## src/hdl/cls_pkg.sv

```systemverilog
`default_nettype none
// ----------------------------------------------------------------------------
// cls_pkg
// Shared request codes, status codes and the cell control bundle.
// ----------------------------------------------------------------------------
package cls_pkg;

	// request kinds (s_tuser)
	localparam logic [2:0] KIND_APPEND      = 3'd0;
	localparam logic [2:0] KIND_REMOVE_AT   = 3'd1;
	localparam logic [2:0] KIND_REMOVE_LAST = 3'd2;
	localparam logic [2:0] KIND_READ_AT     = 3'd3;
	localparam logic [2:0] KIND_FIND        = 3'd4;

	// result status
	localparam logic [1:0] ST_OK      = 2'd0;
	localparam logic [1:0] ST_RANGE   = 2'd1;
	localparam logic [1:0] ST_FULL    = 2'd2;
	localparam logic [1:0] ST_MISSING = 2'd3;

	// per-beat command broadcast to every cell
	typedef struct packed {
		logic wr;    // store key at the cell whose position equals count
		logic shift; // cells at or above sel_pos take their upper neighbor
	} cls_ctrl_t;

endpackage

`default_nettype wire

```

## src/hdl/cls_cell.sv

```systemverilog
`default_nettype none
// ----------------------------------------------------------------------------
// cls_cell
// One list slot: holds a value, compares it with the key, shifts down on
// removal and drives its value onto the read bus when selected.
// ----------------------------------------------------------------------------
module cls_cell #(
	parameter int CW  = 5,
	parameter int POS = 0
) (
	input  wire                    clk,
	input  wire cls_pkg::cls_ctrl_t ctrl,
	input  wire  [CW-1:0]          count,
	input  wire  [CW-1:0]          sel_pos,
	input  wire  signed [31:0]     key,
	input  wire  signed [31:0]     next_val,
	output logic signed [31:0]     val,
	output logic                   match,
	output logic signed [31:0]     rd_data
);

	localparam logic [CW-1:0] MY_POS = CW'(POS);

	logic signed [31:0] val_q;

	always_ff @(posedge clk) begin
		if (ctrl.wr && (count == MY_POS)) begin
			val_q <= key;
		end else if (ctrl.shift && (MY_POS >= sel_pos)) begin
			val_q <= next_val;
		end
	end

	assign val     = val_q;
	assign match   = (MY_POS < count) && (val_q == key);
	assign rd_data = (sel_pos == MY_POS) ? val_q : 32'sd0;

endmodule

`default_nettype wire

```

## src/hdl/compacting_list_store_top.sv

```systemverilog
`default_nettype none
// ----------------------------------------------------------------------------
// compacting_list_store_top
// Ordered list of signed 32-bit values held in a row of slot cells; append,
// remove at index, remove last, read at index and find first match.
// ----------------------------------------------------------------------------
//
// channel  dir  fields (low bit first)
// -------  ---  ------------------------------------------------------------
// s_*      in   tdata: index[3:0], value[35:4], pad; tuser: kind[2:0]
// m_*      out  tdata: data[31:0], found_index[36:32], count[41:37], pad;
//               tuser: found[0], status[2:1]
//
// One request per clock while the output drains: every cell compares and shifts in
// the same cycle the beat is taken, and the list update and the result are both registered then.
// The result sits in an output register; a new beat is taken whenever that
// register is empty or being drained in the same cycle.
// Reset clears the entry count and the output valid; slot contents are not
// reset and are only read below the count.
// ----------------------------------------------------------------------------
module compacting_list_store_top #(
	parameter int CAPACITY = 16
) (
	input  wire         clk,
	input  wire         arst_n,
	input  wire         s_tvalid,
	output logic        s_tready,
	input  wire  [39:0] s_tdata,  // index[3:0], value[35:4], zero pad
	input  wire  [2:0]  s_tuser,  // kind[2:0]
	output logic        m_tvalid,
	input  wire         m_tready,
	output logic [47:0] m_tdata,  // data[31:0], found_index[36:32], count[41:37], pad
	output logic [2:0]  m_tuser   // found[0], status[2:1]
);

	// count width holds 0..CAPACITY; compare width covers the 4-bit index too
	localparam int CW = $clog2(CAPACITY + 1);
	localparam int WW = (CW > 4) ? CW : 4;
	localparam int FW = (CW > 5) ? CW : 5;
	localparam logic [CW-1:0] CAP_C = CW'(CAPACITY);

	logic [2:0]         kind;
	logic [3:0]         index;
	logic signed [31:0] value;

	assign kind  = s_tuser;
	assign index = s_tdata[3:0];
	assign value = s_tdata[35:4];

	logic [CW-1:0] count_q;

	// cell row
	cls_pkg::cls_ctrl_t ctrl;
	logic [CW-1:0]      sel_pos;
	logic signed [31:0] cell_val [CAPACITY];
	logic signed [31:0] cell_rd  [CAPACITY];
	logic [CAPACITY-1:0] cell_match;

	for (genvar i = 0; i < CAPACITY; i++) begin : g_cell
		logic signed [31:0] nxt;
		if (i == CAPACITY - 1) begin : g_end
			assign nxt = 32'sd0;
		end else begin : g_mid
			assign nxt = cell_val[i+1];
		end
		cls_cell #(
			.CW (CW),
			.POS(i)
		) u_cell (
			.clk     (clk),
			.ctrl    (ctrl),
			.count   (count_q),
			.sel_pos (sel_pos),
			.key     (value),
			.next_val(nxt),
			.val     (cell_val[i]),
			.match   (cell_match[i]),
			.rd_data (cell_rd[i])
		);
	end

	// read bus: only the selected cell drives nonzero
	logic signed [31:0] rd_bus;
	always_comb begin
		rd_bus = 32'sd0;
		for (int i = 0; i < CAPACITY; i++) begin
			rd_bus = rd_bus | cell_rd[i];
		end
	end

	// first matching position
	logic [CW-1:0] hit_pos;
	always_comb begin
		hit_pos = '0;
		for (int i = CAPACITY - 1; i >= 0; i--) begin
			if (cell_match[i]) begin
				hit_pos = CW'(i);
			end
		end
	end

	logic [WW-1:0] idx_w;
	logic [WW-1:0] cnt_w;
	logic          idx_ok;
	logic          is_last;

	assign idx_w   = WW'(index);
	assign cnt_w   = WW'(count_q);
	assign idx_ok  = idx_w < cnt_w;
	assign is_last = (kind == cls_pkg::KIND_REMOVE_LAST);
	assign sel_pos = is_last ? (count_q - CW'(1)) : idx_w[CW-1:0];

	// request decode
	cls_pkg::cls_ctrl_t cmd;
	logic [CW-1:0]      cnt_nxt;
	logic signed [31:0] r_data;
	logic [4:0]         r_fidx;
	logic               r_found;
	logic [1:0]         r_status;
	logic [FW-1:0]      hit_ext;
	logic [FW-1:0]      cnt_ext;

	assign hit_ext = FW'(hit_pos);
	assign cnt_ext = FW'(cnt_nxt);

	always_comb begin
		cmd      = '0;
		cnt_nxt  = count_q;
		r_data   = 32'sd0;
		r_fidx   = 5'h1F;
		r_found  = 1'b0;
		r_status = cls_pkg::ST_OK;
		case (kind)
			cls_pkg::KIND_APPEND: begin
				if (count_q == CAP_C) begin
					r_status = cls_pkg::ST_FULL;
				end else begin
					cmd.wr  = 1'b1;
					cnt_nxt = count_q + CW'(1);
				end
			end
			cls_pkg::KIND_REMOVE_AT: begin
				if (!idx_ok) begin
					r_status = cls_pkg::ST_RANGE;
				end else begin
					r_data    = rd_bus;
					cmd.shift = 1'b1;
					cnt_nxt   = count_q - CW'(1);
				end
			end
			cls_pkg::KIND_REMOVE_LAST: begin
				if (count_q == '0) begin
					r_status = cls_pkg::ST_RANGE;
				end else begin
					r_data    = rd_bus;
					cmd.shift = 1'b1;
					cnt_nxt   = count_q - CW'(1);
				end
			end
			cls_pkg::KIND_READ_AT: begin
				if (!idx_ok) begin
					r_status = cls_pkg::ST_RANGE;
				end else begin
					r_data = rd_bus;
				end
			end
			cls_pkg::KIND_FIND: begin
				if (|cell_match) begin
					r_fidx  = hit_ext[4:0];
					r_found = 1'b1;
				end else begin
					r_status = cls_pkg::ST_MISSING;
				end
			end
			default: begin
				r_status = cls_pkg::ST_RANGE;
			end
		endcase
	end

	logic accept;
	logic m_tvalid_q;

	assign s_tready = !m_tvalid_q || m_tready;
	assign accept   = s_tvalid && s_tready;
	assign ctrl.wr    = accept && cmd.wr;
	assign ctrl.shift = accept && cmd.shift;

	// control state
	always_ff @(posedge clk or negedge arst_n) begin
		if (!arst_n) begin
			count_q    <= '0;
			m_tvalid_q <= 1'b0;
		end else begin
			if (accept) begin
				count_q <= cnt_nxt;
			end
			if (accept) begin
				m_tvalid_q <= 1'b1;
			end else if (m_tready) begin
				m_tvalid_q <= 1'b0;
			end
		end
	end

	// result payload
	logic [47:0] m_tdata_q;
	logic [2:0]  m_tuser_q;

	always_ff @(posedge clk) begin
		if (accept) begin
			m_tdata_q <= {6'd0, cnt_ext[4:0], r_fidx, r_data};
			m_tuser_q <= {r_status, r_found};
		end
	end

	assign m_tvalid = m_tvalid_q;
	assign m_tdata  = m_tdata_q;
	assign m_tuser  = m_tuser_q;

endmodule

`default_nettype wire

```

## config.mk

```make
export PLATFORM = sky130hd
export DESIGN_NAME = compacting_list_store_top
export DESIGN_NICKNAME = d
export VERILOG_FILES = /design/src/hdl/cls_pkg.sv /design/src/hdl/cls_cell.sv /design/src/hdl/compacting_list_store_top.sv
export SDC_FILE = /design/constraint.sdc
export NUM_CORES = 1
export LEC_CHECK = 0
export BUFFER_PORTS_ARGS = -buffer_cell sky130_fd_sc_hd__buf_2
export CAP_MARGIN = 15
export CORE_ASPECT_RATIO = 1.4
export CORE_MARGIN = 8
export CORE_UTILIZATION = 40
export DETAILED_ROUTE_END_ITERATION = 10
export HOLD_SLACK_MARGIN = 0.08
export MAX_ROUTING_LAYER = met4
export PLACE_DENSITY_LB_ADDON = 0.12
export SETUP_SLACK_MARGIN = 0.02
export SLEW_MARGIN = 5
export SYNTH_ARGS = -nofsm -noshare
export SYNTH_HDL_FRONTEND = slang
export SYNTH_SLANG_ARGS = --single-unit
```

## constraint.sdc

```tcl
create_clock -name clk -period 7.55 [get_ports clk]
set_input_delay 0.3775 -clock clk [delete_from_list [all_inputs] [get_ports clk]]
set_output_delay 0.3775 -clock clk [all_outputs]
set_load 0.01 [all_outputs]
```

* Yosys cells after proc, flatten, opt, wreduce, memory -nomap -nowiden
Index checks and enable logic that the tools add are counted.
Word-level totals: flip-flop bits (word level) 563, input bits 47, output and inout bits 53, word-level logic and storage cells 284
Cells by class: add/sub/neg operators 2, order comparisons 33, eq/ne operators 51, mux-type cells 85, bitwise logic cells 15, reduce and logical (&&, ||, !) cells 76
Operators by type and width (number):
- $mux W32 | 50
- $eq A32 B32 Y1 | 16
- $or A32 B32 Y32 | 15
- $mux W5 | 19
- $eq A5 B4 Y1 const B | 16
- $pmux W32 S2 | 1
- $logic_and A1 B1 Y1 | 51
- $eq A5 B3 Y1 const B | 8
- $ge A4 B5 Y1 const A | 8
- $lt A4 B5 Y1 const A | 8
- $reduce_bool A2 Y1 | 17
- $eq A5 B2 Y1 const B | 4
- $ge A3 B5 Y1 const A | 4
- $lt A3 B5 Y1 const A | 4
- $reduce_or A16 Y1 | 1
- $pmux W5 S3 | 1
- $eq A5 B1 Y1 const B | 2
- $ge A1 B5 Y1 const A | 2
- $ge A2 B5 Y1 const A | 2
- $logic_not A5 Y1 | 2
- $lt A1 B5 Y1 const A | 2
- $lt A2 B5 Y1 const A | 2
- $mux W1 | 9
- $pmux W2 S4 | 1
- 15 further kinds | 17

* Depth between registers and ports, before layout
depth in word-level cells 21, mapped depth 14, depth with buffers taken out 11

* Cells and area by module
Synthesis repeated with hierarchy kept, for this count alone.
Unflattened totals: cells, all modules 2843, area, all modules 36558.8 µm²
By module, submodules not included:
- compacting_list_store_top | times used 1, cells each 386, area each 3651.0 µm², sequential area each 1501.4 µm²
- cls_cell at g_cell[1].u_cell | times used 1, cells each 154, area each 2113.3 µm², sequential area each 960.9 µm²
- cls_cell at g_cell[10].u_cell | times used 1, cells each 155, area each 2107.0 µm², sequential area each 960.9 µm²
- cls_cell at g_cell[3].u_cell | times used 1, cells each 152, area each 2100.8 µm², sequential area each 960.9 µm²
- cls_cell at g_cell[12].u_cell | times used 1, cells each 156, area each 2099.5 µm², sequential area each 960.9 µm²
- cls_cell at g_cell[13].u_cell | times used 1, cells each 154, area each 2095.8 µm², sequential area each 960.9 µm²
- cls_cell at g_cell[14].u_cell | times used 1, cells each 153, area each 2095.8 µm², sequential area each 960.9 µm²
- cls_cell at g_cell[4].u_cell | times used 1, cells each 156, area each 2095.8 µm², sequential area each 960.9 µm²
- cls_cell at g_cell[6].u_cell | times used 1, cells each 156, area each 2093.3 µm², sequential area each 960.9 µm²
- cls_cell at g_cell[11].u_cell | times used 1, cells each 153, area each 2089.5 µm², sequential area each 960.9 µm²
- cls_cell at g_cell[0].u_cell | times used 1, cells each 152, area each 2075.7 µm², sequential area each 960.9 µm²
- cls_cell at g_cell[9].u_cell | times used 1, cells each 154, area each 2028.2 µm², sequential area each 960.9 µm²
- cls_cell at g_cell[5].u_cell | times used 1, cells each 152, area each 1994.4 µm², sequential area each 960.9 µm²
- cls_cell at g_cell[2].u_cell | times used 1, cells each 152, area each 1990.7 µm², sequential area each 960.9 µm²
- +3 rows

* Worst setup path after synthesis
OpenSTA, ideal clock, no wires.
path kind flip-flop to flip-flop, start register count_q[1] (netlist: cnt_w[1]), end register g_cell[8].u_cell.val_q[0] (enable), setup time 0.533 ns, arrival time 6.235 ns, data required time 7.017 ns, slack 0.781 ns, cell stages (with the launch flop) 13, path buffers 4, clock period less this slack 6.769 ns, cells stage by stage dfrtp_1 -> buf_1 -> inv_1 -> ha_1 -> xor2_1 -> nor3_1 -> a31oi_1 -> a21o_1 -> or2_1 -> clkbuf_1 -> buf_2 -> buf_2 -> o311ai_0
Between the ends: cells in the longest elaborated chain, start to end 6
RTL lines:
- start: declaration | RTL line compacting_list_store_top.sv:50 | logic [CW-1:0] count_q;
- start signal: assignment | RTL line compacting_list_store_top.sv:196 | count_q <= cnt_nxt;
- branches (longest 5 deep; another with $sub A5 B1 Y5)
- $reduce_bool A2 Y1 (no line) (*)
- end signal: assignment | RTL line cls_cell.sv:28 | val_q <= key;
- end signal: assignment | RTL line cls_cell.sv:30 | val_q <= next_val;
- end: declaration | RTL line cls_cell.sv:24 | logic signed [31:0] val_q;
Mark *: on every way between the ends. A chain may end at the register's enable or synchronous reset.

* Worst setup path in the final report
start register count_q[0] (netlist: cnt_w[0]), end register g_cell[10].u_cell.val_q[29] (enable)
Between the ends: cells in the longest elaborated chain, start to end 6
RTL lines (RTL line):
- branches (longest 5 deep; another with $sub A5 B1 Y5)
- $reduce_bool A2 Y1 (no line) (*)
- end signal: assignment | cls_cell.sv:28
- end signal: assignment | cls_cell.sv:30
- end: declaration | cls_cell.sv:24
Marked as above.

==> impl_results.md <==
* Post-synth cell types at 68
* Sw power at 2.90 mW
* Slew HR at 19.0%
* Post-synth EDFFs at 557
* Placed Cells at 3783
* Drt pass-1 iters at 6
* Crit-path max FO at 37
* Max VDD drop at 0.154 mV
* Ports at 100
* Number of antenna violations at the first check in global routing at 3
* Routability cong. at 1.05
* Initial Util at 40.3%
* DRT iter0 DRCs at 2933
* Sw Ratio at 33.2%
* Static leakage at 12.6 nW
* Reg power frac at 42.9%
* Reg2reg setup slack at 2.05 ns
* Hpwl dp at 111 mm
* Pins Over Slew Limit at 0
* R2r worst-path depth at 9
* Overall Global Routing Usage at 31.8%
* Area Overhead vs Synth at 10.4%
* Die H at 360 µm
* Worst setup slack after layout at 2.05 ns
* Seq/Total Area, Yosys at 49.9%
* Setup TNS at 0 ns
* Crit share post-route at 72.8%
* Synth top area cells: edfxtp_1 (49%), mux2_2 (16%), xor2_1 (9.9%)
* Worst setup SP type: flop
* Drt wl/cell at 38.2 µm
* Die ar. at 94300 µm²
* CTS Root Cell: clkbuf_16
* Status: finished clean
* Yosys reg bits at 563
* CORE AREA at 84000 µm²
* Synth Cell Area at 33800 µm²
* Data required, critical path at 7.83 ns
* WP data arrival at 5.78 ns
* Setup bufs post-CTS at 0
* Remaining antenna violation count after routing at 0
* Critical register-to-register path startpoint: cnt_w[0]
* Global-route wire length before repair at 202 mm
* Worst slew pin tran at 1.20 ns
* Setup CP Type: reg2reg
* Row cnt at 126
* Synth area leader: edfxtp_1
* Async SR Flop Fraction at 1.07%
* CTS tree: built
* Worst-Skew Late Latency at 0.66 ns
* Final std cells w/o fill at 3904
* Reg-to-Reg End: g_cell[10].u_cell.val[29]
* Max-cap check violation count at 0
* PortBufs at 89
* Max Freq at 182 MHz
* Comb power frac at 21.8%
* Residual DRC at 0
* DRT Wirelength at 149 mm
* Tmin final at 5.50 ns
* Dpl ws at 2.15 ns
* Hold Path Origin: s_tuser[2]
* Max H-tree Level at 2
* Dpl cell area at 35300 µm²
* Fraction of layout cells with a size suffix above 1 at 29.1%
* Worst min-delay path endpoint: m_tdata[35]
* YS warnings at 0
* RSZ-0062 raised after global routing: false
* Post-route design area at 37400 µm²
* Hold Path Class: in2reg
* Largest net degree at the start of global routing at 88
* Worst hold path stage count at 2
* Cts bufs inserted at 60
* Fill cells at 7847
* Ratio of total power to cell area at 233 nW/µm²
* Final hold vios at 0
* Synth Flop Type: edfxtp_1
* Post-Synthesis Cells at 2782
* FF+latch area at 16900 µm²
* Vias in the first global route at 24200
* Die W at 262 µm
* Avg Inst Size Synth at 12.2 µm²
* Max clock buf depth at 3
* Internal Power at 5.83 mW
* Grt ovf at 0
* Clock power frac at 35.3%
* Area occupied by multi-input gates at 16000 µm²
* Vias/cell at 6.26
* Vias at 24400
* Worst-path clk slew at 0.07 ns
* Critical Path Sink Type: flop
* Final number of setup-violating endpoints at 0
* CTS Sinks at 563
* Clock Skews at 0.0175 ns
* Top-area cell type share of the netlist area at 49.4%
* Layout Nets at 2817
-- kinds of logic after synthesis --
logic type               Yosys count  share of synthesized area, %
multiplexers                     503                          17.1
AND/OR/NAND/NOR                  531                          7.94
XOR/XNOR                         517                          13.4
buffers and inverters            277                          3.74
flip-flops                       563                          49.9
adder cells (fa/ha/maj)            8                         0.296
AO/OA/AOI/OAI                    382                          7.66
other                              1                        0.0111
-- sequential cells by signal (all words and copies together) (netlist names) --
name and flops:
g_cell.u_cell.val 512, m_tdata 42, cnt_w 5, m_tuser 3
m_tvalid 1
-- synthesized netlist by cell type (22+ instances only) --
cell type and number:
nor4_1 94, nor2_1 48, xnor2_1 135, buf_1 30, edfxtp_1 557, and3_1 37, buf_2 131, xor2_1 382
a21oi_1 149, a221oi_1 49, a22oi_1 22, nor3_1 32, nand2_1 205, nand4_1 53, o21ai_0 28, nand3_1 29
a31oi_1 27, mux2_2 483, clkbuf_1 88
-- critical path, stage by stage, from the launching register on --
cell      delay, ns
dfrtp_1        0.78
inv_1          0.40
ha_1           0.50
a311oi_4       0.54
nand2_2        0.27
nor3_4         0.18
buf_4          0.49
and3_2         1.05
o21bai_4       0.28
buf_4          0.51
-- power by group through the flow --
| stage | clock [mW] | sequential, mW | combinational [mW] |
|---|---|---|---|
| after detailed placement | 0 | 3.80 | 1.84 |
| after CTS | 3.11 | 3.74 | 1.86 |
| after global routing | 3.22 | 3.75 | 1.95 |
| after global placement | 0 | 3.80 | 1.84 |
| final | 3.08 | 3.74 | 1.90 |
| after floorplan | 0 | 3.76 | 1.03 |
-- how the worst max path moves through the flow --
stage             start                   endpoint  slack (ns)  cells after the start
2_1_floorplan  cnt_w[1]    g_cell[8].u_cell.val[0]        0.78                     12
3_3_place_gp   cnt_w[0]  g_cell[10].u_cell.val[12]        2.26                      9
3_5_place_dp   cnt_w[0]   g_cell[4].u_cell.val[14]        2.15                      8
4_1_cts        cnt_w[0]   g_cell[4].u_cell.val[30]        2.12                      8
5_1_grt        cnt_w[0]  g_cell[10].u_cell.val[29]        1.97                      9
6_report       cnt_w[0]  g_cell[10].u_cell.val[29]        2.05                      9
-- timing repair --
action / 4_1_cts / 5_1_grt
resized for setup: 0 / 0
hold endpoints to repair: 7 / 0
setup endpoints to repair: 0 / 0
hold buffers: 4 / 0
-- stage by stage --
stage          hold slack, ns  util [%]  total power, mW
6_report                0.120      44.5             8.72
2_1_floorplan          0.0819         -             4.78
4_1_cts                0.0894      44.4             8.70
3_5_place_dp            0.237      42.0             5.65
3_3_place_gp            0.233      42.0             5.64
5_1_grt                 0.119      44.5             8.92
-- final cells by class --
| type | count | area share [%] |
|---|---|---|
| Sequential cell | 563 | 45.2 |
| Multi-Input combinational cell | 1947 | 42.7 |
| Clock buffer | 67 | 4.15 |
| Tap cell | 1088 | 3.64 |
| Timing Repair Buffer | 178 | 3.09 |
| Clock inverter | 45 | 1.08 |
| Inverter | 12 | 0.121 |
| Antenna cell | 4 | 0.0268 |
-- cell usage in the layout (no fill, tap or decap), types with 7 or more instances in the layout --
master and instances:
a21o_1 9, a21oi_1 149, a221o_1 13, a221oi_1 49, a222oi_1 20, a22o_1 13
a22oi_1 22, a31oi_1 27, and3_1 36, buf_2 90, buf_4 82, bufinv_16 7
clkbuf_16 61, clkinv_1 12, clkinv_2 18, clkinvlp_4 8, edfxtp_1 557, ha_1 8
inv_1 11, mux2_2 482, mux2i_1 7, mux4_2 12, nand2_1 200, nand3_1 27
nand4_1 53, nor2_1 40, nor2_2 7, nor3_1 32, nor4_1 94, o21ai_0 22
o22ai_1 16, xnor2_1 135, xor2_1 382
-- routing by layer --
| layer | GRT usage (%) | vias to the layer above | wire length [µm] |
|---|---|---|---|
| li1 | - | 10400 | - |
| met1 | 37.8 | 12300 | 55800 |
| met2 | 48.0 | 1349 | 67400 |
| met3 | 3.78 | 372 | 9890 |
| met4 | 26.4 | 0 | 15800 |
| met5 | - | - | 0 |
No activity file was read; power rests on OpenSTA's default activity.
